===== config.mk =====
export PLATFORM = sky130hd
export DESIGN_NAME = running_lcm_euclid
export DESIGN_NICKNAME = d
export VERILOG_FILES = /design/src/rlcm_pkg.sv /design/src/running_lcm_euclid.sv /design/src/rlcm_alu.sv
export SDC_FILE = /design/constraint.sdc
export NUM_CORES = 1
export LEC_CHECK = 0
export CAP_MARGIN = 5
export CELL_PAD_IN_SITES_DETAIL_PLACEMENT = 1
export CELL_PAD_IN_SITES_GLOBAL_PLACEMENT = 2
export CORE_UTILIZATION = 44
export CTS_BUF_LIST = sky130_fd_sc_hd__clkbuf_4 sky130_fd_sc_hd__clkbuf_8
export DETAILED_ROUTE_END_ITERATION = 10
export DONT_BUFFER_PORTS = 1
export GPL_TIMING_DRIVEN = 0
export PLACE_DENSITY = 0.8
export SYNTH_ARGS = -nofsm -noshare
export SYNTH_HDL_FRONTEND = slang
export SYNTH_SLANG_ARGS = --single-unit

===== constraint.sdc =====
create_clock -name clk -period 5 [get_ports clk]
set_input_delay 0.25 -clock clk [delete_from_list [all_inputs] [get_ports clk]]
set_output_delay 0.25 -clock clk [all_outputs]
set_load 0.05 [all_outputs]

===== src/rlcm_pkg.sv =====
// rlcm_pkg: shared types for the running lcm block
// operation codes and request bundle for the shift-add/subtract unit
// no dependencies
`timescale 1ns / 1ps

package rlcm_pkg;

  // operation performed by the shared unit
  typedef enum logic {
    ALU_DIV,
    ALU_MUL
  } alu_mode_t;

  // request from the sequencer to the shared unit
  typedef struct packed {
    logic      go;
    alu_mode_t mode;
  } alu_req_t;

endpackage


===== src/running_lcm_euclid.sv =====
// running_lcm_euclid: running least common multiple over sets of numbers
// sequencer around the shared bit-serial divide/multiply unit
// depends on rlcm_pkg and rlcm_alu
`timescale 1ns / 1ps

// Usage
//   Input: drive in_value and in_last_item with start high; the item is taken
//   at a clock edge where start is high and busy is low. busy stays high while
//   the item is worked on. in_last_item marks the final number of a set.
//   Output: on the last item of a set, out_valid pulses for one cycle with
//   out_lcm_result and out_overflow; the receiver must take it then.
//   Overflow: a multiple above RESULT_BITS bits gives all ones and flag set;
//   later numbers of that set are skipped.
// Sequence (W = RESULT_BITS)
//   First number of a set, zero operand, oversized or skipped item: goes
//   straight to the finish step without the shared unit.
//   Folding a number in: one W-step division for each Euclid remainder,
//   one more for the quotient and one W-step multiply. The single shared
//   adder in rlcm_alu is used once per bit.
//   The result strobe is high in the first cycle with busy low.
// Reset: synchronous active-low rst_n clears the running multiple and
//   starts a fresh set.
module running_lcm_euclid import rlcm_pkg::*; #(
  parameter int RESULT_BITS = 64
) (
  input  logic        clk,
  input  logic        rst_n,
  input  logic        start,
  output logic        busy,
  input  logic [31:0] in_value,
  input  logic        in_last_item,
  output logic        out_valid,
  output logic [63:0] out_lcm_result,
  output logic        out_overflow
);

  localparam int W = RESULT_BITS;
  localparam logic [W-1:0] MAXV = '1;

  typedef enum logic [2:0] {
    S_IDLE,
    S_GCD,
    S_QUOT,
    S_MUL,
    S_FIN
  } state_t;

  state_t       state_r;
  logic [W-1:0] m_r;
  logic         set_r;
  logic         ovf_r;
  logic [W-1:0] x_r;
  logic         last_r;
  logic [W-1:0] a_r;
  logic [W-1:0] b_r;
  alu_req_t     req_r;
  logic         out_valid_r;
  logic [63:0]  out_lcm_r;
  logic         out_ovf_r;

  logic         alu_done;
  logic [W-1:0] alu_hi;
  logic [W-1:0] alu_lo;
  logic [63:0]  x_ext;
  logic [W-1:0] x_w;
  logic         x_big;

  // input value against the result limit
  assign x_ext = 64'(in_value);
  assign x_w   = x_ext[W-1:0];
  assign x_big = x_ext > 64'(MAXV);

  rlcm_alu #(.W(W)) u_alu (
    .clk    (clk),
    .rst_n  (rst_n),
    .req    (req_r),
    .op_a   (a_r),
    .op_b   (b_r),
    .done   (alu_done),
    .res_hi (alu_hi),
    .res_lo (alu_lo)
  );

  // sequencer, running state and result register
  always_ff @(posedge clk) begin
    if (!rst_n) begin
      state_r     <= S_IDLE;
      m_r         <= '0;
      set_r       <= 1'b0;
      ovf_r       <= 1'b0;
      req_r       <= '{go: 1'b0, mode: ALU_DIV};
      out_valid_r <= 1'b0;
    end else begin
      req_r.go    <= 1'b0;
      out_valid_r <= 1'b0;
      unique case (state_r)
        S_IDLE: begin
          if (start) begin
            x_r     <= x_w;
            last_r  <= in_last_item;
            state_r <= S_FIN;
            priority if (ovf_r) begin
            end else if (!set_r) begin
              if (x_big) ovf_r <= 1'b1;
              else       m_r   <= x_w;
            end else if (in_value == 32'd0 || m_r == '0) begin
              m_r <= '0;
            end else if (x_big) begin
              ovf_r <= 1'b1;
            end else begin
              // first remainder of the gcd loop
              a_r     <= m_r;
              b_r     <= x_w;
              req_r   <= '{go: 1'b1, mode: ALU_DIV};
              state_r <= S_GCD;
            end
          end
        end
        S_GCD: begin
          if (alu_done) begin
            if (alu_hi == '0) begin
              // b_r holds the gcd, divide the multiple by it
              a_r     <= m_r;
              state_r <= S_QUOT;
            end else begin
              a_r <= b_r;
              b_r <= alu_hi;
            end
            req_r <= '{go: 1'b1, mode: ALU_DIV};
          end
        end
        S_QUOT: begin
          if (alu_done) begin
            a_r     <= x_r;
            b_r     <= alu_lo;
            req_r   <= '{go: 1'b1, mode: ALU_MUL};
            state_r <= S_MUL;
          end
        end
        S_MUL: begin
          if (alu_done) begin
            if (alu_hi != '0) ovf_r <= 1'b1;
            else              m_r   <= alu_lo;
            state_r <= S_FIN;
          end
        end
        S_FIN: begin
          // a last item closes the set
          set_r <= !last_r;
          if (last_r) begin
            out_valid_r <= 1'b1;
            out_lcm_r   <= ovf_r ? 64'(MAXV) : 64'(m_r);
            out_ovf_r   <= ovf_r;
            m_r         <= '0;
            ovf_r       <= 1'b0;
          end
          state_r <= S_IDLE;
        end
        default: state_r <= S_IDLE;
      endcase
    end
  end

  assign busy           = (state_r != S_IDLE);
  assign out_valid      = out_valid_r;
  assign out_lcm_result = out_lcm_r;
  assign out_overflow   = out_ovf_r;

  // result strobe only follows the finish step of a last item
  a_out_after_fin: assert property (@(posedge clk) disable iff (!rst_n)
    out_valid |-> $past(state_r == S_FIN && last_r))
    else $error("result strobe without a finished last item");

  // overflowed results are saturated
  a_ovf_saturates: assert property (@(posedge clk) disable iff (!rst_n)
    (out_valid && out_overflow) |-> (out_lcm_result == 64'(MAXV)))
    else $error("overflow result not saturated");

  // an accepted item makes the block busy
  a_accept_busy: assert property (@(posedge clk) disable iff (!rst_n)
    (start && !busy) |=> busy)
    else $error("accepted item did not raise busy");

  // the shared unit is only started during a fold
  a_go_in_fold: assert property (@(posedge clk) disable iff (!rst_n)
    req_r.go |-> (state_r == S_GCD || state_r == S_QUOT || state_r == S_MUL))
    else $error("shared unit started outside a fold");

endmodule


===== src/rlcm_alu.sv =====
// rlcm_alu: bit-serial shared unit, restoring divide or shift-add multiply
// one adder/subtractor reused every cycle while busy, W steps per operation
// depends on rlcm_pkg
`timescale 1ns / 1ps

module rlcm_alu import rlcm_pkg::*; #(
  parameter int W = 64
) (
  input  logic         clk,
  input  logic         rst_n,
  input  alu_req_t     req,
  input  logic [W-1:0] op_a,   // dividend or multiplier
  input  logic [W-1:0] op_b,   // divisor or multiplicand
  output logic         done,
  output logic [W-1:0] res_hi, // remainder or product high half
  output logic [W-1:0] res_lo  // quotient or product low half
);

  localparam int CW = $clog2(W + 1);

  logic [W-1:0]  hi_r, hi_nxt;
  logic [W-1:0]  lo_r, lo_nxt;
  logic [W-1:0]  d_r;
  alu_mode_t     mode_r;
  logic          busy_r;
  logic          done_r;
  logic [CW-1:0] cnt_r;

  logic [W+1:0]  add_a, add_b, add_sum;
  logic          sub;
  logic [W:0]    shifted;

  // shared adder, subtract for divide
  always_comb begin
    shifted = {hi_r, lo_r[W-1]};
    sub     = (mode_r == ALU_DIV);
    if (sub) begin
      add_a = {1'b0, shifted};
      add_b = ~{2'b00, d_r};
    end else begin
      add_a = {2'b00, hi_r};
      add_b = lo_r[0] ? {2'b00, d_r} : '0;
    end
    add_sum = add_a + add_b + {{(W+1){1'b0}}, sub};
  end

  // next partial remainder/product
  always_comb begin
    if (mode_r == ALU_DIV) begin
      // top bit set means the trial subtract borrowed
      if (add_sum[W+1]) hi_nxt = shifted[W-1:0];
      else              hi_nxt = add_sum[W-1:0];
      lo_nxt = {lo_r[W-2:0], ~add_sum[W+1]};
    end else begin
      hi_nxt = add_sum[W:1];
      lo_nxt = {add_sum[0], lo_r[W-1:1]};
    end
  end

  // step counter, busy flag and done strobe
  always_ff @(posedge clk) begin
    if (!rst_n) begin
      busy_r <= 1'b0;
      done_r <= 1'b0;
      cnt_r  <= '0;
    end else begin
      done_r <= 1'b0;
      if (req.go) begin
        busy_r <= 1'b1;
        cnt_r  <= CW'(W);
      end else if (busy_r) begin
        cnt_r <= cnt_r - 1'b1;
        if (cnt_r == CW'(1)) begin
          busy_r <= 1'b0;
          done_r <= 1'b1;
        end
      end
    end
  end

  always_ff @(posedge clk) begin
    if (req.go) begin
      hi_r   <= '0;
      lo_r   <= op_a;
      d_r    <= op_b;
      mode_r <= req.mode;
    end else if (busy_r) begin
      hi_r <= hi_nxt;
      lo_r <= lo_nxt;
    end
  end

  assign done   = done_r;
  assign res_hi = hi_r;
  assign res_lo = lo_r;

endmodule


==> flow_metrics.py <==
metrics = {
    "setup_path": {
        "cp_max_fo": 10,
        "worstPathRequired_ns": 5.56,
        "critPathCaptureType": "register",
        "arrival_ns": 5.50,
        "critPathKind": "register to register",
        "start_kind": "register",
    },
    "timing": {
        "post-route-period-util_pct": 98.8,
        "worst_pin_slew_ns": 1.25,
        "rsz0062_at_grt": "false",
        "relSlewSlack_pct": 15.8,
        "setup_tns_ns": 0,
        "setup_viol": 0,
        "hold_viol": 0,
        "slew_violations": 0,
        "fmax_mhz": 202,
        "period_needed_ns": 4.94,
        "fin_skew_ns": 0.0478,
    },
    "layout": {
        "fin_cells": 3553,
        "area_growth_pct": 13.0,
        "diodes": 0,
        "final_cell_mix": "nand2_1, edfxtp_1, o21ai_0",
        "nets": 2815,
        "final_core_utilization_pct": 50.3,
        "layout_commonest_cell": "nand2_1",
        "fillers": 6598,
        "drive_above_1_share_pct": 14.0,
    },
    "worst_hold_path": {
        "hold_path.class": "input pin to register",
    },
    "cts": {
        "cts_made_buffers": 82,
        "cts_sinks": 500,
        "cts_tree": "built",
        "insertion_delay_ns": 0.70,
        "clockBufferDepth": 3,
        "clk_pin_slew_worst_paths_ns": 0.07,
        "cts-root-buf": "clkbuf_8",
        "htreeDepth": 3,
    },
    "yosys": {
        "netlist_area_um2": 26300,
        "ys.flop_type": "edfxtp_1",
        "synth_top_area_share_pct": 40.5,
        "synth-edff-count": 355,
        "synth_cells": 2583,
        "yosys_warnings": 0,
        "synth_nets": 2686,
        "ys_ff_latch": 500,
        "syn_avg_cell_area_um2": 10.2,
        "yosys-top-cells-area": "edfxtp_1, dfxtp_1, nand2_1",
        "yosysUniqueCellTypes": 92,
        "async_flop_share_pct": 0,
        "synth_top_area_cell": "edfxtp_1",
        "ys_seq_area_share_pct": 51.5,
    },
    "global_routing": {
        "groute.usage.overall_pct": 33.2,
        "grt-ovfl-total": 0,
        "grt_max_degree": 72,
        "antenna_found_initial": 1,
        "grtUsageMet3_pct": 4.40,
        "grt_use_met1_pct": 48.4,
        "met2_usage_pct": 50.9,
        "grt_pass1_wl_um": 149000,
        "grt_pass1_vias": 22627,
        "grt_busiest_layer": "met2",
    },
    "routing": {
        "dr.pass1.iters": 6,
        "antenna_left": 0,
        "routedWlPerCell_um": 28.5,
        "via_count": 22631,
        "drc": 0,
        "dr.first_iter.drc_count": 2005,
        "wl_um": 101000,
        "routed_via_density": 6.37,
    },
    "placed_design": {
        "dp_cells": 3358,
        "dp_hpwl_um": 76700,
        "finalWeightedCongestion": 0.936,
        "portBuffers": 0,
    },
    "die": {
        "row_count": 89,
        "initial_core_util_pct": 44.5,
        "core_area_um2": 59100,
        "fp.dieW_um": 247,
        "die_area_um2": 60800,
        "io_pins": 103,
        "die_y_um": 247,
    },
    "power": {
        "p_per_area_nw_per_um2": 483,
        "leakage_uw": 0.0110,
        "peakVddDrop_mv": 0.243,
    },
    "flow_run": {
        "cap_viol_max_count": 0,
    },
    "outcome": {
        "status": "finished clean",
    },
}
[flip-flops by register name, summed over array words and instances, names as in the netlist, 2 cells and up]
signal / count
a_r: 64
b_r: 64
m_r: 64
out_lcm_result: 64
req_r: 2
state_r: 3
u_alu.cnt_r: 7
u_alu.d_r: 64
u_alu.res_hi: 64
u_alu.res_lo: 64
x_r: 32
[synthesized netlist by cell type, drive strengths merged, types with 57 or more instances]
cell type and instances:
edfxtp 355, mux2 60, a22o 69, o21ai 233
a21oi 137, nor4 57, nor2 132, dfxtp 145
inv 58, mux2i 65, ha 65, clkbuf 132
or2 68, nand2 377
[area by class of cell]
| cell class | instances | area (um^2) | share of cell area, % |
|---|---|---|---|
| timing repair buffer | 47 | 450 | 1.51 |
| clock inverter | 35 | 330 | 1.11 |
| sequential | 500 | 13600 | 45.6 |
| tap | 773 | 967 | 3.25 |
| inverter | 58 | 220 | 0.740 |
| clock buffer | 117 | 1470 | 4.95 |
| multi-input combinational | 1842 | 12000 | 40.2 |
| buffer | 181 | 788 | 2.65 |
[worst max-delay path: stages, from the launching register on]
cell	delay (ns)
edfxtp_1	0.45
buf_4	0.23
inv_2	0.21
clkbuf_1	0.60
fa_1	0.39
inv_1	0.07
fa_1	0.41
nand2b_1	0.20
a21oi_2	0.38
o311ai_4	0.18
a211oi_4	0.39
nor4_1	0.16
nor2_2	0.38
mux2i_2	0.37
a21oi_1	0.11
o31ai_1	0.29
[stage by stage]
step / power (uW) / setup slack, ns / instance area (um^2) / hold WS [ns]
finish: 14400 / 0.0595 / 29800 / 0.169
floorplan: 8440 / 0.553 / 26300 / 0.349
detailed placement: 10200 / -1.81 / 27400 / 0.349
CTS: 14200 / 0.00341 / 29600 / 0.134
global route: 14900 / 0.00110 / 29800 / 0.196
global placement: 10100 / -1.83 / 27300 / 0.349
[power by group]
group	internal [uW]	switching, uW	total [uW]	leakage, uW
Sequential	4890	947	5830	0.00444
Combinational	1600	2980	4580	0.00556
Clock	2180	1770	3960	0.000941
Total	8670	5700	14400	0.0110
[per-layer routing]
metal / routed length, um / up-vias / part of all wire (%)
li1: - / 10067 / -
met1: 46000 / 11468 / 45
met2: 45000 / 952 / 44
met3: 7590 / 144 / 7.5
met4: 2780 / 0 / 2.7
met5: 0 / - / 0
[logic make-up after synthesis]
logic type | count (synthesis) | synth area share, %
adder cells (fa/ha/maj) | 67 | 3.24
flip-flops | 500 | 51.5
XOR/XNOR | 54 | 1.80
multiplexers | 125 | 5.04
buffers and inverters | 241 | 3.68
AO/OA/AOI/OAI | 750 | 19.5
AND/OR/NAND/NOR | 846 | 15.3
[repair_timing]
action | in CTS | in global routing
resized for setup | 34 | 24
setup buffers | 2 | 8
pin swaps | 1 | 3
cloned | 0 | 0
endpoints found under the setup margin | 65 | 58
endpoints found under the hold margin | 109 | 0
hold buffers | 35 | 0
[worst paths after layout]
path | from | cells past startpoint | slack (ns) | to
max | u_alu.mode_r | 15 | 0.06 | u_alu.res_hi[51]
min | start | 4 | 0.17 | req_r[1]
max reg2reg | u_alu.mode_r | 15 | 0.06 | u_alu.res_hi[51]
min reg2reg | b_r[31] | 0 | 0.47 | u_alu.d_r[31]
No activity file was read; power rests on OpenSTA's default activity.
